==> src/design/hpte_pkg.sv <==
// Shared types, constants and name-matching functions for the HTML paragraph
// text extractor. No dependencies; every other design file uses this package.
`default_nettype none

package hpte_pkg;

  // Default sizes handed to the top level parameters
  localparam int ENTITY_SPAN_DEF  = 8;
  localparam int TAG_NAME_MAX_DEF = 10;
  localparam int QUEUE_DEPTH_DEF  = 4;

  // Results beyond this count for one request are dropped
  localparam int MAX_RESULTS = 12;

  // Name compare window: longest block name is ten bytes
  localparam int NAME_BYTES = 10;
  localparam int NAME_W     = 5;

  // Request commands
  localparam logic CMD_BYTE = 1'b0;
  localparam logic CMD_END  = 1'b1;

  // Result kinds
  localparam logic KIND_TEXT = 1'b0;
  localparam logic KIND_MARK = 1'b1;

  // Character codes
  localparam logic [7:0] CH_AMP   = 8'h26;
  localparam logic [7:0] CH_SEMI  = 8'h3B;
  localparam logic [7:0] CH_LT    = 8'h3C;
  localparam logic [7:0] CH_GT    = 8'h3E;
  localparam logic [7:0] CH_SPACE = 8'h20;
  localparam logic [7:0] CH_TAB   = 8'h09;
  localparam logic [7:0] CH_CR    = 8'h0D;
  localparam logic [7:0] CH_LF    = 8'h0A;
  localparam logic [7:0] CH_SLASH = 8'h2F;
  localparam logic [7:0] CH_BANG  = 8'h21;
  localparam logic [7:0] CH_QUEST = 8'h3F;
  localparam logic [7:0] CH_QUOT  = 8'h22;
  localparam logic [7:0] CH_APOS  = 8'h27;
  localparam logic [7:0] CH_UP_A  = 8'h41;
  localparam logic [7:0] CH_UP_Z  = 8'h5A;
  localparam logic [7:0] CH_LO_H  = 8'h68;
  localparam logic [7:0] CH_ONE   = 8'h31;
  localparam logic [7:0] CH_SIX   = 8'h36;
  localparam logic [7:0] CASE_OFS = 8'h20;

  // Input request and result payloads
  typedef struct packed {
    logic       command;
    logic [7:0] in_byte;
  } in_item_t;

  typedef struct packed {
    logic       kind;
    logic [7:0] text_byte;
    logic       head_mark;
    logic       last;
  } out_item_t;

  // Work handed from the front to the back
  typedef enum logic {
    OP_FEED,
    OP_FLUSH
  } op_t;

  typedef struct packed {
    op_t        op;
    logic       space;
    logic [7:0] ch;
    logic       heading;
  } work_t;

  typedef struct packed {
    logic full;
    logic empty;
  } q_status_t;

  // Compare the first len bytes of nm (byte 0 in the low bits) against the
  // n-byte string s (first character in the high bits)
  function automatic logic name_is(input logic [8*NAME_BYTES-1:0] nm,
                                   input logic [NAME_W-1:0] len,
                                   input logic [8*NAME_BYTES-1:0] s,
                                   input int n);
    logic ok;
    int   k;
    ok = (len == NAME_W'(n));
    for (int i = 0; i < NAME_BYTES; i++) begin
      k = (i < n) ? 8 * (n - 1 - i) : 0;
      if (i < n && nm[8*i +: 8] != s[k +: 8]) ok = 1'b0;
    end
    return ok;
  endfunction

  // Block-level tag names that end a paragraph
  function automatic logic is_block_name(input logic [8*NAME_BYTES-1:0] nm,
                                         input logic [NAME_W-1:0] len);
    return name_is(nm, len, "p", 1)  || name_is(nm, len, "div", 3) ||
           name_is(nm, len, "h1", 2) || name_is(nm, len, "h2", 2)  ||
           name_is(nm, len, "h3", 2) || name_is(nm, len, "h4", 2)  ||
           name_is(nm, len, "h5", 2) || name_is(nm, len, "h6", 2)  ||
           name_is(nm, len, "li", 2) || name_is(nm, len, "blockquote", 10) ||
           name_is(nm, len, "pre", 3) || name_is(nm, len, "hr", 2) ||
           name_is(nm, len, "br", 2) || name_is(nm, len, "section", 7) ||
           name_is(nm, len, "article", 7) || name_is(nm, len, "header", 6) ||
           name_is(nm, len, "footer", 6) || name_is(nm, len, "tr", 2);
  endfunction

  // Named entity lookup: {hit, decoded byte}
  function automatic logic [8:0] ent_lookup(input logic [8*NAME_BYTES-1:0] nm,
                                            input logic [NAME_W-1:0] len);
    logic [8:0] r;
    r = '0;
    if (name_is(nm, len, "amp", 3))  r = {1'b1, CH_AMP};
    if (name_is(nm, len, "lt", 2))   r = {1'b1, CH_LT};
    if (name_is(nm, len, "gt", 2))   r = {1'b1, CH_GT};
    if (name_is(nm, len, "quot", 4)) r = {1'b1, CH_QUOT};
    if (name_is(nm, len, "apos", 4)) r = {1'b1, CH_APOS};
    if (name_is(nm, len, "nbsp", 4)) r = {1'b1, CH_SPACE};
    return r;
  endfunction

endpackage

`default_nettype wire

==> src/design/html_paragraph_text_extractor.sv <==
// Throughput: markup and whitespace bytes 1 per cycle while the work queue has room;
// each text byte and each paragraph flush becomes a work entry, and the back end takes
// a new entry only once it has finished the previous one.
// Reset: synchronous, active low; clears parser, queue and output state.
// Top level: front parser, work queue and entity/flush back end. Uses hpte_pkg.
`default_nettype none

module html_paragraph_text_extractor #(
  parameter int ENTITY_SPAN  = hpte_pkg::ENTITY_SPAN_DEF,
  parameter int TAG_NAME_MAX = hpte_pkg::TAG_NAME_MAX_DEF,
  parameter int QUEUE_DEPTH  = hpte_pkg::QUEUE_DEPTH_DEF
) (
  input  logic                clk,
  input  logic                rst_n,
  input  logic                in_valid,
  output logic                in_stall,
  input  hpte_pkg::in_item_t  in_data,
  output logic                out_valid,
  input  logic                out_stall,
  output hpte_pkg::out_item_t out_data
);

  logic                in_accept;
  logic                push;
  hpte_pkg::work_t     push_data;
  logic                pop;
  hpte_pkg::work_t     pop_data;
  hpte_pkg::q_status_t qs;

  // Hold the sender while the queue is full
  assign in_stall  = qs.full;
  assign in_accept = in_valid && !in_stall;

  hpte_front #(
    .TAG_NAME_MAX(TAG_NAME_MAX)
  ) u_front (
    .clk      (clk),
    .rst_n    (rst_n),
    .accept   (in_accept),
    .item     (in_data),
    .push     (push),
    .push_data(push_data)
  );

  hpte_queue #(
    .DEPTH(QUEUE_DEPTH)
  ) u_queue (
    .clk      (clk),
    .rst_n    (rst_n),
    .push     (push),
    .push_data(push_data),
    .pop      (pop),
    .pop_data (pop_data),
    .status   (qs)
  );

  hpte_back #(
    .ENTITY_SPAN(ENTITY_SPAN)
  ) u_back (
    .clk      (clk),
    .rst_n    (rst_n),
    .qs       (qs),
    .work     (pop_data),
    .pop      (pop),
    .out_valid(out_valid),
    .out_stall(out_stall),
    .out_data (out_data)
  );

endmodule

`default_nettype wire

==> src/design/hpte_front.sv <==
// Front end: parses markup, collects tag names, collapses whitespace and
// turns each request into at most one work entry. Depends on hpte_pkg.
`default_nettype none

module hpte_front #(
  parameter int TAG_NAME_MAX = hpte_pkg::TAG_NAME_MAX_DEF
) (
  input  logic               clk,
  input  logic               rst_n,
  input  logic               accept,
  input  hpte_pkg::in_item_t item,
  output logic               push,
  output hpte_pkg::work_t    push_data
);

  localparam int LEN_W = $clog2(TAG_NAME_MAX + 1);

  typedef enum logic [1:0] {
    M_TEXT,
    M_TAG,
    M_SKIP
  } mode_t;

  mode_t            mode_r, mode_nxt;
  logic [7:0]       store_r [TAG_NAME_MAX];
  logic [7:0]       store_nxt [TAG_NAME_MAX];
  logic [LEN_W-1:0] len_r, len_nxt;
  logic             first_r, first_nxt;
  logic             closing_r, closing_nxt;
  logic             ended_r, ended_nxt;
  logic             over_r, over_nxt;
  logic             has_text_r, has_text_nxt;
  logic             pend_r, pend_nxt;
  logic             head_r, head_nxt;

  logic [8*hpte_pkg::NAME_BYTES-1:0] name_vec;
  logic             is_blk;
  logic             is_hd;

  // Gather the tag name for the block-name compare
  always_comb begin
    for (int k = 0; k < hpte_pkg::NAME_BYTES; k++) begin
      name_vec[8*k +: 8] = store_r[k];
    end
    is_blk = !over_r && hpte_pkg::is_block_name(name_vec, hpte_pkg::NAME_W'(len_r));
    is_hd  = (len_r == LEN_W'(2)) && (store_r[0] == hpte_pkg::CH_LO_H) &&
             (store_r[1] >= hpte_pkg::CH_ONE) && (store_r[1] <= hpte_pkg::CH_SIX);
  end

  // Classify the request and update the parser state
  always_comb begin
    logic [7:0] c;
    logic [7:0] lc;
    logic       do_flush;
    logic       set_head;
    logic       name_in;
    c        = item.in_byte;
    lc       = (c >= hpte_pkg::CH_UP_A && c <= hpte_pkg::CH_UP_Z) ?
               c + hpte_pkg::CASE_OFS : c;
    do_flush = 1'b0;
    set_head = 1'b0;
    name_in  = 1'b0;

    mode_nxt     = mode_r;
    store_nxt    = store_r;
    len_nxt      = len_r;
    first_nxt    = first_r;
    closing_nxt  = closing_r;
    ended_nxt    = ended_r;
    over_nxt     = over_r;
    has_text_nxt = has_text_r;
    pend_nxt     = pend_r;
    head_nxt     = head_r;

    push              = 1'b0;
    push_data.op      = hpte_pkg::OP_FEED;
    push_data.space   = pend_r;
    push_data.ch      = c;
    push_data.heading = head_r;

    if (accept) begin
      if (item.command == hpte_pkg::CMD_END) begin
        mode_nxt    = M_TEXT;
        len_nxt     = '0;
        first_nxt   = 1'b0;
        closing_nxt = 1'b0;
        ended_nxt   = 1'b0;
        over_nxt    = 1'b0;
        do_flush    = 1'b1;
      end else begin
        case (mode_r)
          M_TAG: begin
            if (c == hpte_pkg::CH_GT) begin
              if (is_blk) begin
                do_flush = 1'b1;
                set_head = is_hd && !closing_r;
              end
              mode_nxt = M_TEXT;
            end else if (first_r) begin
              first_nxt = 1'b0;
              if (c == hpte_pkg::CH_BANG || c == hpte_pkg::CH_QUEST) begin
                mode_nxt = M_SKIP;
              end else if (c == hpte_pkg::CH_SLASH) begin
                closing_nxt = 1'b1;
              end else begin
                name_in = 1'b1;
              end
            end else begin
              name_in = 1'b1;
            end
          end
          M_SKIP: begin
            if (c == hpte_pkg::CH_GT) mode_nxt = M_TEXT;
          end
          default: begin
            if (c == hpte_pkg::CH_LT) begin
              mode_nxt    = M_TAG;
              len_nxt     = '0;
              first_nxt   = 1'b1;
              closing_nxt = 1'b0;
              ended_nxt   = 1'b0;
              over_nxt    = 1'b0;
            end else if (c == hpte_pkg::CH_SPACE || c == hpte_pkg::CH_TAB ||
                         c == hpte_pkg::CH_CR || c == hpte_pkg::CH_LF) begin
              if (has_text_r) pend_nxt = 1'b1;
            end else begin
              push         = 1'b1;
              pend_nxt     = 1'b0;
              has_text_nxt = 1'b1;
            end
          end
        endcase
      end
    end

    // Collect one tag-name byte
    if (name_in && !ended_r) begin
      if (c == hpte_pkg::CH_SPACE || c == hpte_pkg::CH_TAB || c == hpte_pkg::CH_SLASH) begin
        ended_nxt = 1'b1;
      end else if (len_r < LEN_W'(TAG_NAME_MAX)) begin
        for (int k = 0; k < TAG_NAME_MAX; k++) begin
          if (LEN_W'(k) == len_r) store_nxt[k] = lc;
        end
        len_nxt = len_r + LEN_W'(1);
      end else begin
        over_nxt = 1'b1;
      end
    end

    // Close the paragraph; only a paragraph with text leaves work behind
    if (do_flush) begin
      if (has_text_r) begin
        push         = 1'b1;
        push_data.op = hpte_pkg::OP_FLUSH;
      end
      has_text_nxt = 1'b0;
      pend_nxt     = 1'b0;
      head_nxt     = set_head;
    end
  end

  always_ff @(posedge clk) begin
    if (!rst_n) begin
      mode_r     <= M_TEXT;
      len_r      <= '0;
      first_r    <= 1'b0;
      closing_r  <= 1'b0;
      ended_r    <= 1'b0;
      over_r     <= 1'b0;
      has_text_r <= 1'b0;
      pend_r     <= 1'b0;
      head_r     <= 1'b0;
    end else begin
      mode_r     <= mode_nxt;
      len_r      <= len_nxt;
      first_r    <= first_nxt;
      closing_r  <= closing_nxt;
      ended_r    <= ended_nxt;
      over_r     <= over_nxt;
      has_text_r <= has_text_nxt;
      pend_r     <= pend_nxt;
      head_r     <= head_nxt;
    end
    store_r <= store_nxt;
  end

endmodule

`default_nettype wire

==> src/design/hpte_queue.sv <==
// Short work queue between the front end and the back end.
// Depends on hpte_pkg for the entry and status types.
`default_nettype none

module hpte_queue #(
  parameter int DEPTH = hpte_pkg::QUEUE_DEPTH_DEF
) (
  input  logic                clk,
  input  logic                rst_n,
  input  logic                push,
  input  hpte_pkg::work_t     push_data,
  input  logic                pop,
  output hpte_pkg::work_t     pop_data,
  output hpte_pkg::q_status_t status
);

  localparam int PTR_W = $clog2(DEPTH);
  localparam int CNT_W = $clog2(DEPTH + 1);

  hpte_pkg::work_t  mem_r [DEPTH];
  logic [PTR_W-1:0] wr_r, wr_nxt;
  logic [PTR_W-1:0] rd_r, rd_nxt;
  logic [CNT_W-1:0] cnt_r, cnt_nxt;

  assign pop_data     = mem_r[rd_r];
  assign status.full  = (cnt_r == CNT_W'(DEPTH));
  assign status.empty = (cnt_r == '0);

  // Advance pointers with wrap at the queue depth
  always_comb begin
    wr_nxt  = wr_r;
    rd_nxt  = rd_r;
    cnt_nxt = cnt_r;
    if (push) wr_nxt = (wr_r == PTR_W'(DEPTH - 1)) ? '0 : wr_r + PTR_W'(1);
    if (pop)  rd_nxt = (rd_r == PTR_W'(DEPTH - 1)) ? '0 : rd_r + PTR_W'(1);
    if (push && !pop) cnt_nxt = cnt_r + CNT_W'(1);
    if (!push && pop) cnt_nxt = cnt_r - CNT_W'(1);
  end

  always_ff @(posedge clk) begin
    if (!rst_n) begin
      wr_r  <= '0;
      rd_r  <= '0;
      cnt_r <= '0;
    end else begin
      wr_r  <= wr_nxt;
      rd_r  <= rd_nxt;
      cnt_r <= cnt_nxt;
    end
    if (push) mem_r[wr_r] <= push_data;
  end

endmodule

`default_nettype wire

==> src/design/hpte_back.sv <==
// Back end: entity window, replay of failed entities, paragraph flush and the
// result staging that marks the last result of each request. Uses hpte_pkg.
`default_nettype none

module hpte_back #(
  parameter int ENTITY_SPAN = hpte_pkg::ENTITY_SPAN_DEF
) (
  input  logic                clk,
  input  logic                rst_n,
  input  hpte_pkg::q_status_t qs,
  input  hpte_pkg::work_t     work,
  output logic                pop,
  output logic                out_valid,
  input  logic                out_stall,
  output hpte_pkg::out_item_t out_data
);

  localparam int PQ_DEPTH = ENTITY_SPAN + 1;
  localparam int PQ_W     = $clog2(PQ_DEPTH + 1);
  localparam int WC_W     = $clog2(ENTITY_SPAN + 1);
  localparam int RC_W     = $clog2(hpte_pkg::MAX_RESULTS + 1);

  typedef enum logic [1:0] {
    B_IDLE,
    B_RUN,
    B_DUMP,
    B_FINISH
  } state_t;

  state_t              state_r, state_nxt;
  logic [7:0]          pq_r [PQ_DEPTH];
  logic [7:0]          pq_nxt [PQ_DEPTH];
  logic [PQ_W-1:0]     pq_len_r, pq_len_nxt;
  logic [7:0]          win_r [ENTITY_SPAN];
  logic [7:0]          win_nxt [ENTITY_SPAN];
  logic [WC_W-1:0]     win_cnt_r, win_cnt_nxt;
  logic                tail_mark_r, tail_mark_nxt;
  logic                head_r, head_nxt;
  logic [RC_W-1:0]     rc_r, rc_nxt;
  hpte_pkg::out_item_t hold_r, hold_nxt;
  logic                hold_vld_r, hold_vld_nxt;
  hpte_pkg::out_item_t out_r, out_nxt;
  logic                out_vld_r, out_vld_nxt;

  assign out_valid = out_vld_r;
  assign out_data  = out_r;

  always_comb begin
    logic [7:0]                        c;
    logic                              go;
    logic                              emit_req;
    logic                              emit_kind;
    logic [7:0]                        emit_byte;
    logic [8*hpte_pkg::NAME_BYTES-1:0] ent_nm;
    logic [8:0]                        ent;
    c         = pq_r[0];
    go        = !out_vld_r || !out_stall;
    emit_req  = 1'b0;
    emit_kind = hpte_pkg::KIND_TEXT;
    emit_byte = '0;
    ent_nm    = '0;
    for (int k = 0; k < 4; k++) ent_nm[8*k +: 8] = win_r[k + 1];
    ent = hpte_pkg::ent_lookup(ent_nm,
                               hpte_pkg::NAME_W'(win_cnt_r) - hpte_pkg::NAME_W'(1));

    state_nxt     = state_r;
    pq_nxt        = pq_r;
    pq_len_nxt    = pq_len_r;
    win_nxt       = win_r;
    win_cnt_nxt   = win_cnt_r;
    tail_mark_nxt = tail_mark_r;
    head_nxt      = head_r;
    rc_nxt        = rc_r;
    hold_nxt      = hold_r;
    hold_vld_nxt  = hold_vld_r;
    out_nxt       = out_r;
    out_vld_nxt   = out_vld_r;
    pop           = 1'b0;

    // Drop the output once taken
    if (out_vld_r && !out_stall) out_vld_nxt = 1'b0;

    case (state_r)
      // Take the next work entry
      B_IDLE: begin
        if (!qs.empty) begin
          pop      = 1'b1;
          head_nxt = work.heading;
          rc_nxt   = '0;
          if (work.op == hpte_pkg::OP_FLUSH) begin
            tail_mark_nxt = 1'b1;
            state_nxt     = B_DUMP;
          end else begin
            pq_nxt[0]  = work.space ? hpte_pkg::CH_SPACE : work.ch;
            pq_nxt[1]  = work.ch;
            pq_len_nxt = work.space ? PQ_W'(2) : PQ_W'(1);
            state_nxt  = B_RUN;
          end
        end
      end

      // Run one byte through the entity window
      B_RUN: begin
        if (go) begin
          for (int i = 0; i < PQ_DEPTH - 1; i++) pq_nxt[i] = pq_r[i + 1];
          pq_len_nxt = pq_len_r - PQ_W'(1);
          state_nxt  = (pq_len_r == PQ_W'(1)) ? B_FINISH : B_RUN;
          if (win_cnt_r == '0) begin
            if (c == hpte_pkg::CH_AMP) begin
              win_nxt[0]  = c;
              win_cnt_nxt = WC_W'(1);
            end else begin
              emit_req  = 1'b1;
              emit_byte = c;
            end
          end else if (c == hpte_pkg::CH_SEMI) begin
            if (ent[8]) begin
              emit_req    = 1'b1;
              emit_byte   = ent[7:0];
              win_cnt_nxt = '0;
            end else begin
              tail_mark_nxt = 1'b0;
              state_nxt     = B_DUMP;
            end
          end else if (win_cnt_r < WC_W'(ENTITY_SPAN)) begin
            for (int i = 0; i < ENTITY_SPAN; i++) begin
              if (WC_W'(i) == win_cnt_r) win_nxt[i] = c;
            end
            win_cnt_nxt = win_cnt_r + WC_W'(1);
          end else begin
            // Window full without ';': pass '&' and rescan the rest
            emit_req  = 1'b1;
            emit_byte = hpte_pkg::CH_AMP;
            for (int i = 0; i < ENTITY_SPAN - 1; i++) pq_nxt[i] = win_r[i + 1];
            pq_nxt[ENTITY_SPAN - 1] = c;
            pq_nxt[ENTITY_SPAN]     = pq_r[1];
            pq_len_nxt  = PQ_W'(ENTITY_SPAN) + pq_len_r - PQ_W'(1);
            win_cnt_nxt = '0;
            state_nxt   = B_RUN;
          end
        end
      end

      // Pass buffered window bytes, then ';' or the paragraph marker
      B_DUMP: begin
        if (go) begin
          emit_req = 1'b1;
          if (win_cnt_r != '0) begin
            emit_byte = win_r[0];
            for (int i = 0; i < ENTITY_SPAN - 1; i++) win_nxt[i] = win_r[i + 1];
            win_cnt_nxt = win_cnt_r - WC_W'(1);
          end else if (tail_mark_r) begin
            emit_kind = hpte_pkg::KIND_MARK;
            state_nxt = B_FINISH;
          end else begin
            emit_byte = hpte_pkg::CH_SEMI;
            state_nxt = (pq_len_r == '0) ? B_FINISH : B_RUN;
          end
        end
      end

      // Release the held result as the last one of the request
      B_FINISH: begin
        if (go) begin
          if (hold_vld_r) begin
            out_nxt      = hold_r;
            out_nxt.last = 1'b1;
            out_vld_nxt  = 1'b1;
            hold_vld_nxt = 1'b0;
          end
          state_nxt = B_IDLE;
        end
      end

      default: begin
        state_nxt = B_IDLE;
      end
    endcase

    // Stage a new result: the previous one moves out as not last
    if (emit_req && rc_r < RC_W'(hpte_pkg::MAX_RESULTS)) begin
      if (hold_vld_r) begin
        out_nxt      = hold_r;
        out_nxt.last = 1'b0;
        out_vld_nxt  = 1'b1;
      end
      hold_nxt.kind      = emit_kind;
      hold_nxt.text_byte = emit_byte;
      hold_nxt.head_mark = head_r;
      hold_nxt.last      = 1'b0;
      hold_vld_nxt       = 1'b1;
      rc_nxt             = rc_r + RC_W'(1);
    end
  end

  always_ff @(posedge clk) begin
    if (!rst_n) begin
      state_r     <= B_IDLE;
      pq_len_r    <= '0;
      win_cnt_r   <= '0;
      tail_mark_r <= 1'b0;
      head_r      <= 1'b0;
      rc_r        <= '0;
      hold_vld_r  <= 1'b0;
      out_vld_r   <= 1'b0;
    end else begin
      state_r     <= state_nxt;
      pq_len_r    <= pq_len_nxt;
      win_cnt_r   <= win_cnt_nxt;
      tail_mark_r <= tail_mark_nxt;
      head_r      <= head_nxt;
      rc_r        <= rc_nxt;
      hold_vld_r  <= hold_vld_nxt;
      out_vld_r   <= out_vld_nxt;
    end
    pq_r   <= pq_nxt;
    win_r  <= win_nxt;
    hold_r <= hold_nxt;
    out_r  <= out_nxt;
  end

endmodule

`default_nettype wire

==> config.mk <==
export PLATFORM = sky130hd
export DESIGN_NAME = html_paragraph_text_extractor
export DESIGN_NICKNAME = d
export VERILOG_FILES = /design/src/design/hpte_pkg.sv /design/src/design/html_paragraph_text_extractor.sv /design/src/design/hpte_front.sv /design/src/design/hpte_queue.sv /design/src/design/hpte_back.sv
export SDC_FILE = /design/constraint.sdc
export NUM_CORES = 1
export LEC_CHECK = 0
export ABC_AREA = 1
export BUFFER_PORTS_ARGS = -buffer_cell sky130_fd_sc_hd__buf_2
export CORE_MARGIN = 4
export CORE_UTILIZATION = 25
export DETAILED_ROUTE_END_ITERATION = 6
export PLACE_DENSITY_LB_ADDON = 0.25
export SYNTH_ARGS = -nofsm -noshare
export SYNTH_HDL_FRONTEND = slang
export SYNTH_SLANG_ARGS = --single-unit
==> constraint.sdc <==
create_clock -name clk -period 7 [get_ports clk]
set_input_delay 0 -clock clk [delete_from_list [all_inputs] [get_ports clk]]
set_output_delay 0 -clock clk [all_outputs]
set_load 0.01 [all_outputs]
==> results.py <==
metrics = {
    "run_status": {
        "status": "finished clean",
    },
    "floorplan": {
        "die_y_microns": 254,
        "ios": 26,
        "start_util_pct": 25.4,
        "coreArea_sq_um": 59500,
        "die_width_microns": 254,
        "num_rows": 89,
        "dieArea_sq_um": 64500,
    },
    "pwr": {
        "leakagePower_nw": 6.48,
        "netSwitchingFraction_pct": 35.9,
        "p_sw_w": 0.00237,
        "cellPowerDensity_nw_per_um2": 380,
        "p_clk_share_pct": 28.5,
        "power.internal_w": 0.00424,
        "worst_ir_drop_vdd_mv": 0.177,
        "seq_power_share_pct": 45.6,
        "power_w": 0.00661,
        "comb_power_share_pct": 26.0,
    },
    "global_routing": {
        "grt_pass1_wl_microns": 61200,
        "antenna_found_initial": 3,
        "grt_util_all_layers_pct": 12.1,
        "grt_max_degree": 66,
        "grt_overflow_total": 0,
        "first_global_vias": 10600,
    },
    "sta": {
        "final.period_utilization_pct": 55.6,
        "hold_violations": 0,
        "relSlewSlack_pct": 18.3,
        "rsz0062_at_grt": "no",
        "skew_ns": 0.0224,
        "setup_tns_ns": 0,
        "tightest_slew_ns": 1.22,
        "period_needed_ns": 3.89,
        "fmax_ghz": 0.257,
        "maxSlewViolCount": 0,
        "setup_violations": 0,
    },
    "detailed_routing": {
        "ant_nets": 0,
        "wl_per_cell_microns": 16.5,
        "route.vias.total": 10800,
        "firstDrtPassIters": 5,
        "viasPerCell": 4.53,
        "drt-initial-drc-count": 797,
        "drc": 0,
        "routed_wl_microns": 39400,
    },
    "critical_path": {
        "worst-setup-path-type": "reg -> reg",
        "end_kind": "register",
        "slowest_delay_ns": 0.81,
        "path_delay_family": "simple AND/OR/NAND/NOR gates",
        "regToRegSetupSlack_ns": 3.11,
        "worstPathArrival_ns": 4.13,
        "crit_chain": "inv_1 > ha_1 > inv_1 > nor2_4 > nand2_1 > nor2_1 > nand2_2 > nand2_4 > nand2_4 > inv_4 > a21oi_4 > inv_2",
        "worstPathRequired_ns": 7.23,
        "worstPathMaxFanout": 33,
        "startpoint_type": "register",
        "slowest_stage": "nor2_4",
        "path_buf_inv": 4,
    },
    "synth": {
        "netlist_instances": 1545,
        "synth_top_family_by_area": "simple AND/OR/NAND/NOR gates",
        "synth_area_per_cell_sq_um": 9.78,
        "synth_cell_type_count": 53,
        "synth_edf_count": 281,
        "ys_seq_elements": 321,
        "synth_seq_area_share_pct": 61.1,
        "synth_top_area_cell": "edfxtp_1",
        "synth.area.top_cells": "edfxtp_1 (56%), nand2_1 (6.3%), o21ai_0 (6.2%)",
        "synth_top_area_share_pct": 55.8,
        "synth_adder_area_share_pct": 2.45,
        "syn_nets": 1587,
        "syn_area_sq_um": 15100,
        "synthFlopType": "edfxtp_1",
        "yosysWarningCount": 0,
        "synth-simple-area-share_pct": 19.3,
        "synth_compound_area_share_pct": 9.63,
        "muxShareOfSynthArea_pct": 0.662,
        "synth-xor-area-share_pct": 0.290,
        "synthArstFlopShare_pct": 0,
    },
    "finish": {
        "synthToLayoutAreaGrowth_pct": 15.0,
        "fin_area_sq_um": 17400,
        "final-instance-count-excl-fill": 2386,
        "drive_gt1_share_pct": 8.81,
        "n_fill_cell": 6252,
        "fin_nets": 1626,
        "fin_util_pct": 29.2,
    },
    "flow_run": {
        "drv_cap": 0,
    },
    "place": {
        "dp_cells": 2306,
        "gp_congestion": 0.875,
        "placed_area_sq_um": 16100,
        "port_buffers": 25,
        "dp_hpwl_microns": 27300,
    },
    "cts": {
        "clk_pin_slew_ns": 0.06,
        "cts_made_buffers": 37,
        "clock_sinks": 321,
        "cts_buffer_depth": 3,
        "clock-root-buffer": "clkbuf_16",
        "cts_tree": "built",
        "htreeDepth": 2,
        "clock_latency_ns": 0.56,
        "postCtsSetupRepairBufs": 0,
    },
    "worst_hold_path": {
        "holdCritPathClass": "in -> reg",
    },
}
[logic make-up (layout without fill, tap and decap cells)]
group,Yosys count,in the layout
buf+inv,254,320
other cells,0,2
flops,321,321
simple gates,651,651
compound gates,275,275
mux,10,10
xor+xnor,5,5
fa+ha+maj,29,29
[per-stage QoR]
stage / hold WS, ns / worst slack (ns)
after global placement: 0.284 / 3.16
after global routing: 0.369 / 2.72
after detailed placement: 0.295 / 3.07
after floorplan: 0.0989 / 3.37
final: 0.367 / 3.11
after CTS: 0.324 / 3.03
[area by class of cell]
class	count	area (sq um)	area share [%]
repair buffers	47	320	1.84
clock buffers	44	973	5.60
well taps	773	967	5.56
inverters	207	782	4.50
clock inverters	22	200	1.15
diodes	2	5.00	0.0288
multi-input cells	970	4900	28.2
flip-flops and latches	321	9240	53.1
[state kept, by name, summed over array words and instances, names as in the netlist, 2 cells and up, named ones only]
name	cells
u_queue.wr_r	2
u_back.hold_r	10
u_front.name_vec	80
u_front.len_r	4
u_queue.mem_r	44
u_back.state_r	2
u_back.rc_r	4
u_back.pq_r	72
u_back.win_cnt_r	4
u_front.mode_r	2
u_queue.cnt_r	3
u_queue.rd_r	2
u_back.pq_len_r	4
u_back.win_r	64
[synth_stat cells, drive strengths merged (2+ instances only)]
cell and number:
edfxtp 281, nand2 263, nor2 230, inv 205, o21ai 188, nand3 88, a21oi 57, dfxtp 40
clkbuf 38, nor3 31, ha 28, nand4 21, o22ai 14, mux2i 10, buf 9, nand3b 6
nor4 6, o211ai 5, xor2 4, a32oi 2, and3 2, clkinv 2, or2 2
[power by group through the flow]
stage               registers (W)  logic [W]  clock network, W
finish                    0.00301    0.00172           0.00188
global route              0.00305    0.00193           0.00203
CTS                       0.00301    0.00174           0.00195
detailed placement        0.00304    0.00172                 0
global placement          0.00304    0.00171                 0
floorplan                 0.00289    0.00118                 0
[repair_timing]
item | in CTS | in global routing
hold endpoints to repair | 105 | 0
hold buffers | 12 | 0
endpoints found under the setup margin | 0 | 0
gates resized for setup | 0 | 0
[metal layers]
metal | vias up | wire (microns) | track usage (%) | share of wire (%)
met5 | - | 13 | 0 | 0.033
met1 | 5181 | 18600 | 16.6 | 47
met2 | 237 | 17900 | 19.6 | 46
met4 | 2 | 997 | 3.46 | 2.5
li1 | 5321 | - | - | -
met3 | 66 | 1850 | 2.20 | 4.7
[worst paths after layout]
path,startpoint,end,cells past startpoint
worst max-delay path,u_back.state_r[1],register,12
worst min-delay path,out_stall,u_back.out_valid,5
worst max register to register,u_back.state_r[1],register,12
worst min register to register,u_front.has_text_r,u_front.has_text_r,2
[placed cells by master, fill, tap and decap left out, drive strengths merged, types with 4 or more instances in the layout]
cell type	instances
edfxtp	281
nand2	263
nor2	230
inv	206
o21ai	188
nand3	88
a21oi	57
clkbuf	44
dfxtp	40
buf	35
nor3	31
ha	28
nand4	21
clkinv	15
o22ai	14
dlygate4sd3	12
mux2i	10
nand3b	6
clkinvlp	6
nor4	6
o211ai	5
xor2	4
[worst reg2reg max path, delay by kind of cell, from the launching register on]
| family | cells | cell delay (ns) |
|---|---|---|
| adder cells (fa/ha/maj) | 1 | 0.49 |
| AND/OR/NAND/NOR | 6 | 1.51 |
| AO/OA/AOI/OAI | 1 | 0.14 |
| buffers and inverters | 4 | 1.07 |
| flip-flops | 1 | 0.34 |
No activity file was read; power rests on OpenSTA's default activity.
